File: config.mk
export PLATFORM = sky130hd
export DESIGN_NAME = record_start_and_rate_estimator_flat
export DESIGN_NICKNAME = d
export VERILOG_FILES = /design/src/hdl/rse_pkg.sv /design/src/hdl/rse_if.sv /design/src/hdl/record_start_and_rate_estimator.sv /design/src/hdl/rse_divider.sv /design/src/flat_wrapper.sv
export SDC_FILE = /design/constraint.sdc
export NUM_CORES = 2
export LEC_CHECK = 0
export ABC_AREA = 1
export BUFFER_PORTS_ARGS = -buffer_cell sky130_fd_sc_hd__buf_4
export CAP_MARGIN = 15
export CORE_MARGIN = 1.5
export CORE_UTILIZATION = 40
export CTS_CLUSTER_SIZE = 8
export DETAILED_ROUTE_END_ITERATION = 10
export PLACE_DENSITY = 0.63
export SLEW_MARGIN = 15
export SYNTH_ARGS = -nofsm -noshare
export SYNTH_HDL_FRONTEND = slang
export SYNTH_SLANG_ARGS = --single-unit
File: constraint.sdc
create_clock -name i_clk -period 23.3 [get_ports i_clk]
set_input_delay 4.66 -clock i_clk [delete_from_list [all_inputs] [get_ports i_clk]]
set_output_delay 4.66 -clock i_clk [all_outputs]
set_load 0.03 [all_outputs]
File: src/hdl/rse_pkg.sv
`timescale 1ns / 1ps
// ----------------------------------------------------------------------------
// rse_pkg
// Widths, reset values, register indexes and divider handshake types for the
// record start and rate estimator.
// ----------------------------------------------------------------------------
package rse_pkg;

    localparam int FRAC_BITS = 16;

    localparam int SPR_W    = 11;
    localparam int PERIOD_W = 40;
    localparam int GAIN_W   = 16;
    localparam int SAMPLE_W = 32;
    localparam int TS_W     = 52;
    localparam int RATE_W   = 32;
    localparam int SUM_W    = 62;
    localparam int PROD_W   = PERIOD_W + GAIN_W;
    localparam int CFG_IDX_W  = 8;
    localparam int CFG_DATA_W = 40;

    // microseconds per second
    localparam int US_W = 20;
    localparam logic [US_W-1:0] US_PER_S = 20'd1000000;

    // shared divider sizing
    localparam int DIV_W      = SUM_W + FRAC_BITS;
    localparam int DSR_W      = PERIOD_W;
    localparam int DIV_CNT_W  = $clog2(DIV_W + 1);
    localparam int PER_DVD_W  = PERIOD_W + 1;
    localparam int RATE_DVD_W = US_W + 2 * FRAC_BITS;

    localparam logic [63:0] FRAC_HALF = 64'd1 << (FRAC_BITS - 1);
    localparam logic [63:0] GAIN_HALF = 64'd1 << (GAIN_W - 1);

    localparam logic [SPR_W-1:0]    SPR_RESET  = 11'd114;
    localparam logic [PERIOD_W-1:0] INIT_RESET = 40'd372958466540;
    localparam logic [GAIN_W-1:0]   GAIN_RESET = 16'd55;
    localparam logic [SAMPLE_W-1:0] SMIN_RESET = 32'h8000_0000;
    localparam logic [SAMPLE_W-1:0] SMAX_RESET = 32'h7FFF_FFFF;

    typedef enum logic [CFG_IDX_W-1:0] {
        REG_SAMPLES_PER_RECORD = 8'd0,
        REG_INITIAL_WINDOW     = 8'd1,
        REG_DECAY_GAIN         = 8'd2,
        REG_SAMPLE_MIN         = 8'd3,
        REG_SAMPLE_MAX         = 8'd4
    } t_cfg_reg;

    typedef struct packed {
        logic                 start;
        logic [DIV_W-1:0]     dividend;   // left aligned
        logic [DSR_W-1:0]     divisor;
        logic [DIV_CNT_W-1:0] steps;
    } t_div_req;

    typedef struct packed {
        logic             done;
        logic [DIV_W-1:0] quotient;
    } t_div_rsp;

endpackage

File: src/hdl/rse_if.sv
`timescale 1ns / 1ps
// ----------------------------------------------------------------------------
// rse channel interfaces
// Valid/ready channels for samples, results and register writes.
// ----------------------------------------------------------------------------
interface rse_in_if;
    import rse_pkg::*;
    logic                       valid;
    logic                       ready;
    logic signed [SAMPLE_W-1:0] sample_value;
    logic [TS_W-1:0]            timestamp_us;
    logic                       read_failed;

    modport source (output valid, output sample_value, output timestamp_us,
                    output read_failed, input ready);
    modport sink   (input valid, input sample_value, input timestamp_us,
                    input read_failed, output ready);
endinterface

interface rse_out_if;
    import rse_pkg::*;
    logic                valid;
    logic                ready;
    logic [TS_W-1:0]     record_start_us;
    logic [PERIOD_W-1:0] sample_period_q16;
    logic [RATE_W-1:0]   sample_rate_q16;
    logic                bad_sample;

    modport source (output valid, output record_start_us, output sample_period_q16,
                    output sample_rate_q16, output bad_sample, input ready);
    modport sink   (input valid, input record_start_us, input sample_period_q16,
                    input sample_rate_q16, input bad_sample, output ready);
endinterface

interface rse_cfg_if;
    import rse_pkg::*;
    logic                  valid;
    logic                  ready;
    logic [CFG_IDX_W-1:0]  index;
    logic [CFG_DATA_W-1:0] data;

    modport source (output valid, output index, output data, input ready);
    modport sink   (input valid, input index, input data, output ready);
endinterface

File: src/hdl/record_start_and_rate_estimator.sv
`timescale 1ns / 1ps
// ----------------------------------------------------------------------------
// record_start_and_rate_estimator
// Estimates record start time, sample period and sample rate from
// timestamped samples grouped into records.
// ----------------------------------------------------------------------------
// Usage:
//   i_sample carries one sample per transaction; o_result carries one result
//   per finished record, or one error result for a bad sample. i_cfg writes
//   the five registers by index; it is taken only while the block is idle.
//   A sample that does not end a record is accepted, with the shared
//   multiplier forming period times index, and then accumulated before the
//   next sample can be taken. After the last sample of a record the block
//   makes three passes through the bit-serial divider (78, 41 and 52
//   quotient bits for the average, the period and the rate), with the filter
//   between the first two (skipped for the first record), before the next
//   sample is taken. A bad sample, a write of the record length or the
//   initial window, and reset each restart the estimator, which then runs
//   the period division before i_sample is ready again.
//   The result sits in an output register; while the receiver stalls the
//   block keeps taking samples and only waits when a new result is due.
// ----------------------------------------------------------------------------
module record_start_and_rate_estimator #(
    parameter int MAX_RECORD_SAMPLES = 1024
) (
    input  logic      i_clk,
    input  logic      i_rst_n,
    rse_cfg_if.sink   i_cfg,
    rse_in_if.sink    i_sample,
    rse_out_if.source o_result
);
    import rse_pkg::*;

    localparam int LEN_W = $clog2(MAX_RECORD_SAMPLES + 1);
    localparam int IDX_W = $clog2(MAX_RECORD_SAMPLES);
    localparam int CMP_W = (LEN_W > SPR_W) ? LEN_W : SPR_W;

    typedef enum logic [13:0] {
        S_IDLE      = 14'h0001,
        S_ACC       = 14'h0002,
        S_AVG_GO    = 14'h0004,
        S_AVG_WAIT  = 14'h0008,
        S_CUR       = 14'h0010,
        S_FMUL      = 14'h0020,
        S_FADD      = 14'h0040,
        S_START     = 14'h0080,
        S_PER_GO    = 14'h0100,
        S_PER_WAIT  = 14'h0200,
        S_RATE_GO   = 14'h0400,
        S_RATE_WAIT = 14'h0800,
        S_EMIT      = 14'h1000,
        S_ERR       = 14'h2000
    } t_state;

    t_state r_state;

    // registers
    logic [SPR_W-1:0]           r_spr;
    logic [PERIOD_W-1:0]        r_init;
    logic [GAIN_W-1:0]          r_gain;
    logic signed [SAMPLE_W-1:0] r_smin;
    logic signed [SAMPLE_W-1:0] r_smax;

    // estimator state
    logic [IDX_W-1:0]    r_idx;
    logic [SUM_W-1:0]    r_sum;
    logic [PERIOD_W-1:0] r_window;
    logic [PERIOD_W-1:0] r_period;
    logic [TS_W-1:0]     r_prev;
    logic                r_have;

    // working registers
    logic [TS_W-1:0]     r_ts;
    logic [PROD_W-1:0]   r_prod;
    logic                r_acc;
    logic                r_rec;
    logic [PERIOD_W-1:0] r_cur;
    logic                r_up;
    logic [RATE_W-1:0]   r_rate;

    // output register
    logic                r_out_valid;
    logic [TS_W-1:0]     r_out_start;
    logic [PERIOD_W-1:0] r_out_period;
    logic [RATE_W-1:0]   r_out_rate;
    logic                r_out_err;

    logic [TS_W-1:0]     n_start;
    logic [PERIOD_W-1:0] n_cur;
    logic [PERIOD_W-1:0] n_window;
    logic [SUM_W-1:0]    n_sum;

    t_div_req div_req;
    t_div_rsp div_rsp;

    // record length clamp
    logic [CMP_W-1:0] spr_ext;
    logic [LEN_W-1:0] len;
    logic [LEN_W-1:0] half_len;
    logic [LEN_W-1:0] cnt_len;

    assign spr_ext = CMP_W'(r_spr);

    always_comb begin
        if (spr_ext < CMP_W'(2)) begin
            len = LEN_W'(2);
        end else if (spr_ext > CMP_W'(MAX_RECORD_SAMPLES)) begin
            len = LEN_W'(MAX_RECORD_SAMPLES);
        end else begin
            len = LEN_W'(spr_ext);
        end
    end

    assign half_len = len >> 1;
    assign cnt_len  = len - half_len;

    // handshakes
    logic cfg_fire;
    logic in_fire;
    logic in_err;
    logic out_free;
    logic cfg_restart;

    assign i_cfg.ready    = (r_state == S_IDLE);
    assign i_sample.ready = (r_state == S_IDLE) && !i_cfg.valid;
    assign cfg_fire       = i_cfg.valid && i_cfg.ready;
    assign in_fire        = i_sample.valid && i_sample.ready;
    assign in_err         = i_sample.read_failed
                            || (i_sample.sample_value < r_smin)
                            || (i_sample.sample_value > r_smax);
    assign out_free       = !r_out_valid || o_result.ready;
    assign cfg_restart    = cfg_fire && ((i_cfg.index == REG_SAMPLES_PER_RECORD)
                                         || (i_cfg.index == REG_INITIAL_WINDOW));

    // shared multiplier: period * index while accepting, gain * |cur - w| in filter
    logic [PERIOD_W-1:0] mul_a;
    logic [GAIN_W-1:0]   mul_b;
    logic [PROD_W-1:0]   mul_p;
    logic [PERIOD_W-1:0] diff;
    logic                up_c;

    assign up_c = r_cur >= r_window;
    assign diff = up_c ? (r_cur - r_window) : (r_window - r_cur);

    always_comb begin
        if (r_state == S_FMUL) begin
            mul_a = diff;
            mul_b = r_gain;
        end else begin
            mul_a = r_period;
            mul_b = GAIN_W'(r_idx);
        end
    end

    assign mul_p = PROD_W'(mul_a) * PROD_W'(mul_b);

    // accumulate the start term
    logic [PROD_W:0]  sub_rnd;
    logic [TS_W-1:0]  sub;
    logic [TS_W-1:0]  term;
    logic [SUM_W:0]   sum_wide;

    assign sub_rnd  = (PROD_W + 1)'(r_prod) + (PROD_W + 1)'(FRAC_HALF);
    assign sub      = TS_W'(sub_rnd >> FRAC_BITS);
    assign term     = (r_ts >= sub) ? (r_ts - sub) : '0;
    assign sum_wide = (SUM_W + 1)'(r_sum) + (SUM_W + 1)'(term);
    assign n_sum    = sum_wide[SUM_W] ? {SUM_W{1'b1}} : sum_wide[SUM_W-1:0];

    logic [LEN_W:0] idx_next;
    logic           rec_more;

    assign idx_next = (LEN_W + 1)'(r_idx) + (LEN_W + 1)'(1);
    assign rec_more = idx_next < (LEN_W + 1)'(len);

    // record end: average quotient with fraction bits below it
    logic [SUM_W-1:0]     avg_q;
    logic [FRAC_BITS-1:0] avg_frac;
    logic [SUM_W-1:0]     prev_ext;
    logic [SUM_W-1:0]     avg_gap;

    assign avg_q    = div_rsp.quotient[DIV_W-1:FRAC_BITS];
    assign avg_frac = div_rsp.quotient[FRAC_BITS-1:0];
    assign prev_ext = SUM_W'(r_prev);
    assign avg_gap  = avg_q - prev_ext;

    always_comb begin
        if (avg_q < prev_ext) begin
            n_cur = '0;
        end else if (avg_gap[SUM_W-1:PERIOD_W-FRAC_BITS] != '0) begin
            n_cur = {PERIOD_W{1'b1}};
        end else begin
            n_cur = {avg_gap[PERIOD_W-FRAC_BITS-1:0], avg_frac};
        end
    end

    logic [PROD_W:0]     gain_rnd;
    logic [PERIOD_W-1:0] delta;

    assign gain_rnd = (PROD_W + 1)'(r_prod) + (PROD_W + 1)'(GAIN_HALF);
    assign delta    = gain_rnd[GAIN_W+PERIOD_W-1:GAIN_W];
    assign n_window = r_up ? (r_window + delta) : (r_window - delta);

    logic [PERIOD_W:0] win_rnd;

    assign win_rnd = (PERIOD_W + 1)'(r_window) + (PERIOD_W + 1)'(FRAC_HALF);
    assign n_start = r_have ? (r_prev + TS_W'(win_rnd[PERIOD_W:FRAC_BITS]))
                            : avg_q[TS_W-1:0];

    // divider requests
    logic [PER_DVD_W-1:0] per_dvd;

    assign per_dvd = PER_DVD_W'(r_window) + PER_DVD_W'(half_len);

    always_comb begin
        div_req = '0;
        case (r_state)
            S_AVG_GO: begin
                div_req.start    = 1'b1;
                div_req.dividend = {r_sum, {FRAC_BITS{1'b0}}};
                div_req.divisor  = DSR_W'(cnt_len);
                div_req.steps    = DIV_CNT_W'(DIV_W);
            end
            S_PER_GO: begin
                div_req.start    = 1'b1;
                div_req.dividend = DIV_W'(per_dvd) << (DIV_W - PER_DVD_W);
                div_req.divisor  = DSR_W'(len);
                div_req.steps    = DIV_CNT_W'(PER_DVD_W);
            end
            S_RATE_GO: begin
                div_req.start    = (r_period != '0);
                div_req.dividend = DIV_W'(US_PER_S) << (DIV_W - US_W);
                div_req.divisor  = r_period;
                div_req.steps    = DIV_CNT_W'(RATE_DVD_W);
            end
            default: begin
                div_req = '0;
            end
        endcase
    end

    rse_divider u_div (
        .i_clk   (i_clk),
        .i_rst_n (i_rst_n),
        .i_req   (div_req),
        .o_rsp   (div_rsp)
    );

    // sequencer and state
    always_ff @(posedge i_clk) begin
        if (!i_rst_n) begin
            r_state     <= S_PER_GO;
            r_spr       <= SPR_RESET;
            r_init      <= INIT_RESET;
            r_gain      <= GAIN_RESET;
            r_smin      <= SMIN_RESET;
            r_smax      <= SMAX_RESET;
            r_idx       <= '0;
            r_sum       <= '0;
            r_window    <= INIT_RESET;
            r_period    <= '0;
            r_prev      <= '0;
            r_have      <= 1'b0;
            r_acc       <= 1'b0;
            r_rec       <= 1'b0;
            r_out_valid <= 1'b0;
        end else begin
            if (((r_state == S_EMIT) || (r_state == S_ERR)) && out_free) begin
                r_out_valid <= 1'b1;
            end else if (o_result.valid && o_result.ready) begin
                r_out_valid <= 1'b0;
            end
            case (r_state)
                S_IDLE: begin
                    if (cfg_fire) begin
                        case (i_cfg.index)
                            REG_SAMPLES_PER_RECORD: r_spr <= i_cfg.data[SPR_W-1:0];
                            REG_INITIAL_WINDOW:     r_init <= i_cfg.data[PERIOD_W-1:0];
                            REG_DECAY_GAIN:         r_gain <= i_cfg.data[GAIN_W-1:0];
                            REG_SAMPLE_MIN:         r_smin <= i_cfg.data[SAMPLE_W-1:0];
                            REG_SAMPLE_MAX:         r_smax <= i_cfg.data[SAMPLE_W-1:0];
                            default: ;
                        endcase
                        if (cfg_restart) begin
                            r_rec   <= 1'b0;
                            r_state <= S_PER_GO;
                        end
                    end else if (in_fire) begin
                        if (in_err) begin
                            r_state <= S_ERR;
                        end else begin
                            r_acc   <= (LEN_W'(r_idx) >= half_len);
                            r_state <= S_ACC;
                        end
                    end
                end
                S_ACC: begin
                    if (r_acc) begin
                        r_sum <= n_sum;
                    end
                    if (rec_more) begin
                        r_idx   <= IDX_W'(idx_next);
                        r_state <= S_IDLE;
                    end else begin
                        r_state <= S_AVG_GO;
                    end
                end
                S_AVG_GO: begin
                    r_state <= S_AVG_WAIT;
                end
                S_AVG_WAIT: begin
                    if (div_rsp.done) begin
                        r_state <= S_CUR;
                    end
                end
                S_CUR: begin
                    r_cur   <= n_cur;
                    // the first record keeps the starting window
                    r_state <= r_have ? S_FMUL : S_START;
                end
                S_FMUL: begin
                    r_up    <= up_c;
                    r_state <= S_FADD;
                end
                S_FADD: begin
                    r_window <= n_window;
                    r_state  <= S_START;
                end
                S_START: begin
                    r_prev  <= n_start;
                    r_have  <= 1'b1;
                    r_idx   <= '0;
                    r_sum   <= '0;
                    r_rec   <= 1'b1;
                    r_state <= S_PER_GO;
                end
                S_PER_GO: begin
                    r_state <= S_PER_WAIT;
                end
                S_PER_WAIT: begin
                    if (div_rsp.done) begin
                        r_period <= div_rsp.quotient[PERIOD_W-1:0];
                        r_state  <= r_rec ? S_RATE_GO : S_IDLE;
                    end
                end
                S_RATE_GO: begin
                    if (r_period == '0) begin
                        r_rate  <= {RATE_W{1'b1}};
                        r_state <= S_EMIT;
                    end else begin
                        r_state <= S_RATE_WAIT;
                    end
                end
                S_RATE_WAIT: begin
                    if (div_rsp.done) begin
                        if (div_rsp.quotient[RATE_DVD_W-1:RATE_W] != '0) begin
                            r_rate <= {RATE_W{1'b1}};
                        end else begin
                            r_rate <= div_rsp.quotient[RATE_W-1:0];
                        end
                        r_state <= S_EMIT;
                    end
                end
                S_EMIT: begin
                    if (out_free) begin
                        r_state <= S_IDLE;
                    end
                end
                S_ERR: begin
                    if (out_free) begin
                        r_rec   <= 1'b0;
                        r_state <= S_PER_GO;
                    end
                end
                default: begin
                    r_state <= S_IDLE;
                end
            endcase

            // restart from the current registers
            if (cfg_restart || (in_fire && in_err)) begin
                r_idx    <= '0;
                r_sum    <= '0;
                r_prev   <= '0;
                r_have   <= 1'b0;
                if (cfg_fire && (i_cfg.index == REG_INITIAL_WINDOW)) begin
                    r_window <= i_cfg.data[PERIOD_W-1:0];
                end else begin
                    r_window <= r_init;
                end
            end
        end
    end

    // payload registers
    always_ff @(posedge i_clk) begin
        if ((r_state == S_IDLE) && in_fire) begin
            r_ts   <= i_sample.timestamp_us;
            r_prod <= mul_p;
        end else if (r_state == S_FMUL) begin
            r_prod <= mul_p;
        end
        if ((r_state == S_EMIT) && out_free) begin
            r_out_start  <= r_prev;
            r_out_period <= r_period;
            r_out_rate   <= r_rate;
            r_out_err    <= 1'b0;
        end else if ((r_state == S_ERR) && out_free) begin
            r_out_start  <= '0;
            r_out_period <= '0;
            r_out_rate   <= '0;
            r_out_err    <= 1'b1;
        end
    end

    assign o_result.valid             = r_out_valid;
    assign o_result.record_start_us   = r_out_start;
    assign o_result.sample_period_q16 = r_out_period;
    assign o_result.sample_rate_q16   = r_out_rate;
    assign o_result.bad_sample        = r_out_err;

endmodule

File: src/hdl/rse_divider.sv
`timescale 1ns / 1ps
// ----------------------------------------------------------------------------
// rse_divider
// Shared restoring divider, one quotient bit per cycle. The dividend comes in
// left aligned and steps gives how many of its bits to consume.
// ----------------------------------------------------------------------------
module rse_divider (
    input  logic              i_clk,
    input  logic              i_rst_n,
    input  rse_pkg::t_div_req i_req,
    output rse_pkg::t_div_rsp o_rsp
);
    import rse_pkg::*;

    logic [DSR_W-1:0]     r_rem;
    logic [DSR_W-1:0]     r_dsr;
    logic [DIV_W-1:0]     r_dvd;
    logic [DIV_W-1:0]     r_quo;
    logic [DIV_CNT_W-1:0] r_cnt;
    logic                 r_busy;
    logic                 r_done;

    logic [DSR_W:0] trial;
    logic [DSR_W:0] trial_sub;
    logic           fit;

    assign trial     = {r_rem, r_dvd[DIV_W-1]};
    assign trial_sub = trial - {1'b0, r_dsr};
    assign fit       = trial >= {1'b0, r_dsr};

    always_ff @(posedge i_clk) begin
        if (!i_rst_n) begin
            r_busy <= 1'b0;
            r_done <= 1'b0;
            r_cnt  <= '0;
        end else begin
            r_done <= 1'b0;
            if (i_req.start) begin
                r_busy <= 1'b1;
                r_cnt  <= i_req.steps;
            end else if (r_busy) begin
                r_cnt <= r_cnt - DIV_CNT_W'(1);
                if (r_cnt == DIV_CNT_W'(1)) begin
                    r_busy <= 1'b0;
                    r_done <= 1'b1;
                end
            end
        end
    end

    always_ff @(posedge i_clk) begin
        if (i_req.start) begin
            r_rem <= '0;
            r_dsr <= i_req.divisor;
            r_dvd <= i_req.dividend;
            r_quo <= '0;
        end else if (r_busy) begin
            // remainder stays below the divisor, so 40 bits hold it
            r_rem <= fit ? trial_sub[DSR_W-1:0] : trial[DSR_W-1:0];
            r_dvd <= r_dvd << 1;
            r_quo <= {r_quo[DIV_W-2:0], fit};
        end
    end

    assign o_rsp.done     = r_done;
    assign o_rsp.quotient = r_quo;

endmodule
File: src/flat_wrapper.sv
// flat-port wrapper written by rule: the top's interface ports become plain ports
module record_start_and_rate_estimator_flat import rse_pkg::*;
#(
    parameter int MAX_RECORD_SAMPLES = 1024
)
  (i_clk, i_rst_n, i_cfg_valid, i_cfg_index, i_cfg_data, i_cfg_ready, i_sample_valid, i_sample_sample_value, i_sample_timestamp_us, i_sample_read_failed, i_sample_ready, o_result_valid, o_result_record_start_us, o_result_sample_period_q16, o_result_sample_rate_q16, o_result_bad_sample, o_result_ready);
  rse_cfg_if i_cfg_i ();
  rse_in_if i_sample_i ();
  rse_out_if o_result_i ();
  input  logic i_clk;
  input  logic i_rst_n;
  input wire logic [$bits(i_cfg_i.valid)-1:0] i_cfg_valid;
  input wire logic [$bits(i_cfg_i.index)-1:0] i_cfg_index;
  input wire logic [$bits(i_cfg_i.data)-1:0] i_cfg_data;
  output wire logic [$bits(i_cfg_i.ready)-1:0] i_cfg_ready;
  input wire logic [$bits(i_sample_i.valid)-1:0] i_sample_valid;
  input wire logic [$bits(i_sample_i.sample_value)-1:0] i_sample_sample_value;
  input wire logic [$bits(i_sample_i.timestamp_us)-1:0] i_sample_timestamp_us;
  input wire logic [$bits(i_sample_i.read_failed)-1:0] i_sample_read_failed;
  output wire logic [$bits(i_sample_i.ready)-1:0] i_sample_ready;
  output wire logic [$bits(o_result_i.valid)-1:0] o_result_valid;
  output wire logic [$bits(o_result_i.record_start_us)-1:0] o_result_record_start_us;
  output wire logic [$bits(o_result_i.sample_period_q16)-1:0] o_result_sample_period_q16;
  output wire logic [$bits(o_result_i.sample_rate_q16)-1:0] o_result_sample_rate_q16;
  output wire logic [$bits(o_result_i.bad_sample)-1:0] o_result_bad_sample;
  input wire logic [$bits(o_result_i.ready)-1:0] o_result_ready;
  assign i_cfg_i.valid = i_cfg_valid;
  assign i_cfg_i.index = i_cfg_index;
  assign i_cfg_i.data = i_cfg_data;
  assign i_cfg_ready = i_cfg_i.ready;
  assign i_sample_i.valid = i_sample_valid;
  assign i_sample_i.sample_value = i_sample_sample_value;
  assign i_sample_i.timestamp_us = i_sample_timestamp_us;
  assign i_sample_i.read_failed = i_sample_read_failed;
  assign i_sample_ready = i_sample_i.ready;
  assign o_result_valid = o_result_i.valid;
  assign o_result_record_start_us = o_result_i.record_start_us;
  assign o_result_sample_period_q16 = o_result_i.sample_period_q16;
  assign o_result_sample_rate_q16 = o_result_i.sample_rate_q16;
  assign o_result_bad_sample = o_result_i.bad_sample;
  assign o_result_i.ready = o_result_ready;
  record_start_and_rate_estimator #(.MAX_RECORD_SAMPLES(MAX_RECORD_SAMPLES)) u_core (.i_clk(i_clk), .i_rst_n(i_rst_n), .i_cfg(i_cfg_i), .i_sample(i_sample_i), .o_result(o_result_i));
endmodule
==> results.cfg <==
[timing]
fin_crit_sh_pct = 44.39
hold_viol_final = 0
finalCriticalPeriod_ps = 10340
hold_ws_ps = 457.7
fin_skew_ps = 73.40
timing.final.max_slew_violations = 0
tightestPinTransition_ps = 1236
fmax_ghz = 0.09669
tns_ps = 0
finalSetupViolCount = 0
slew_headroom_pct = 17.01
rsz0062_at_grt = false

[detailed_routing]
routed_wirelength_um = 355300
postRouteAntennaNets = 0
drtIter0Drc = 8662
viasPerCell = 5.597
dr.pass1.iters = 7
wl_per_cell_um = 25.08
drc_errors = 0
vias = 79280

[critical_path]
cp_slowest_cell = fa_1
critPathArrivalTime_ps = 10940
start_kind = flip-flop
cp_data_required_time_ps = 23900
cpPeakStageDelay_ps = 610
critPathCaptureType = flip-flop
crit_top_cell = fa_1
crit_type = reg -> reg
crit_fanout = 51

[yosys]
synth_area_leaders = edfxtp_1 14%, fa_1 13%, dfxtp_1 12%
synth_top_area_cell = edfxtp_1
synthTopCellsByCount = 2064 x nand2_1, 2047 x inv_1, 1392 x nor2_1
synth-compound-area-share_pct = 15.56
synth_top_flop_cell = dfxtp_1
synth_cell_type_count = 79
synth.top_cell.area_share_pct = 14.35
async_reset_ff_share_pct = 0
synth_area_sq_mm = 0.08200
synth_top_family_by_area = adder cells
syn-num-nets = 12420
yosysMostFrequentCell = nand2_1
yosysWarnings = 0
ys_ff_latch = 873
synthCells = 11180
synth.area.mux_share_pct = 0.04883
synth-edff-count = 392
yosys.area_share.simple_pct = 21.44
synth_seq_area_share_pct = 26.10
synth_xor_area_share_pct = 4.082
synthAdderAreaFrac_pct = 21.73
syn_area_per_cell_sq_um = 7.333

[placed_design]
gp_congestion = 1.033
port_buffers = 265
hpwl_um = 292000

[die]
num_rows = 166
io_pins = 266
die_area_sq_mm = 0.2077
core-area_sq_mm = 0.2042
die_w_um = 455.8
start_util_pct = 40.16
die_y_um = 455.8

[clock_tree]
clock_sink_count = 873
cts_hold_buf = 0
htree_num_levels = 4
cts-root-buf = clkbuf_16
cts_tree = done
postCtsSetupBuffers = 0
cts_inserted_buffers = 133
clk_path_buf_depth = 3
cts_resized = 0
path_clk_slew_ps = 80
clock_latency_ps = 850

[grt]
grt-ovfl-total = 0
grtUsageMet3_pct = 6.207
grt.met1_usage_pct = 47.17
antenna_found_initial = 19
grt_pass1_wl_um = 517400
top_usage_layer = met2
grt_max_degree = 89
grt_pass1_vias = 77140
grtUsageTotal_pct = 33.57
grt_use_met2_pct = 49.62

[run]
maxCapViolCount = 0

[run_status]
status = completed

[finish]
fillers = 21030
drive_gt1_share_pct = 6.330
utilization_pct = 44.62
multi_input_area_sq_mm = 0.05174
seq_area_sq_mm = 0.02140
nets = 12610
syn_to_final_growth_pct = 11.09

[worst_hold_path]
worstHoldPathType = reg -> reg

[pwr]
ir_drop_uv = 85.39
power-per-cell-area_mw_per_mm2 = 55.31
leakage_uw = 0.04193
-- layer usage --
| layer | share of wire [%] | vias up |
|---|---|---|
| li1 | - | 36590 |
| met1 | 44 | 38680 |
| met2 | 42 | 3398 |
| met3 | 8.3 | 605 |
| met4 | 5.4 | 10 |
| met5 | 0.015 | - |
-- worst paths after layout --
kind / from / end / depth (start not counted) / slack, ps
max: u_core.r_window[39] / u_core.r_prod[36] / 36 / 12960
min: u_core.r_init[18] / u_core.r_init[18] / 2 / 460
max reg2reg: u_core.r_window[39] / u_core.r_prod[36] / 36 / 12960
min reg2reg: u_core.r_init[18] / u_core.r_init[18] / 2 / 460
-- report_power, final --
group / leakage [uW] / switching [uW] / internal [uW] / total, uW
Clock: 0.00195 / 825 / 1110 / 1930
Combinational: 0.0326 / 895 / 360 / 1260
Sequential: 0.00741 / 81.4 / 1770 / 1850
-- state kept, by name (all words and copies together) (netlist names), 41 cells and up --
name                             count
u_core.r_sum                        62
u_core.r_prev                       52
u_core.r_prod                       41
u_core.u_div.r_dvd                  62
u_core.o_result.record_start_us     52
u_core.u_div.r_quo                  78
u_core.r_ts                         52
-- area by class of cell --
cell class / instances / area share, %
Clock buffer: 206 / 4.012
Multi-Input combinational cell: 7933 / 56.79
Sequential cell: 873 / 23.49
Inverter: 2083 / 8.588
Timing Repair Buffer: 348 / 2.890
Tap cell: 2688 / 3.692
Antenna cell: 8 / 0.02198
Clock inverter: 26 / 0.5096
-- cell usage in the layout (no fill, tap or decap), types with 128 or more instances in the layout --
cell type and count:
nor2_1 1377, edfxtp_1 392, fa_1 539, clkbuf_16 135, dfxtp_1 481, a21oi_1 937, xor2_1 243, nand2_1 2060
o21ai_0 504, buf_4 347, inv_1 2047, nor3_1 149, xnor2_1 128, ha_1 562, nand3_1 319
-- cells by family after synthesis --
family                   Yosys count
buffers and inverters           2376
flip-flops                       873
AND/OR/NAND/NOR                 4253
AO/OA/AOI/OAI                   2198
XOR/XNOR                         377
adder cells (fa/ha/maj)         1101
multiplexers                       4
-- worst max-delay path, delay by kind of cell, from the launching register on --
family / cells / cell delay (ps)
buffers and inverters: 6 / 1100
XOR/XNOR: 2 / 740
flip-flops: 1 / 550
adder cells (fa/ha/maj): 8 / 4030
AO/OA/AOI/OAI: 8 / 2030
AND/OR/NAND/NOR: 12 / 1680
-- stage by stage --
step	cells	area [sq um]	setup slack [ps]	power, uW
after floorplan	11180	82000	12790	2642
after global placement	13920	86920	13190	3091
after detailed placement	13920	86930	13210	3097
after CTS	14160	91050	13220	5036
after global routing	14160	91090	12520	5238
final	14170	91100	12960	5038
(Power assumes the default switching activity.)
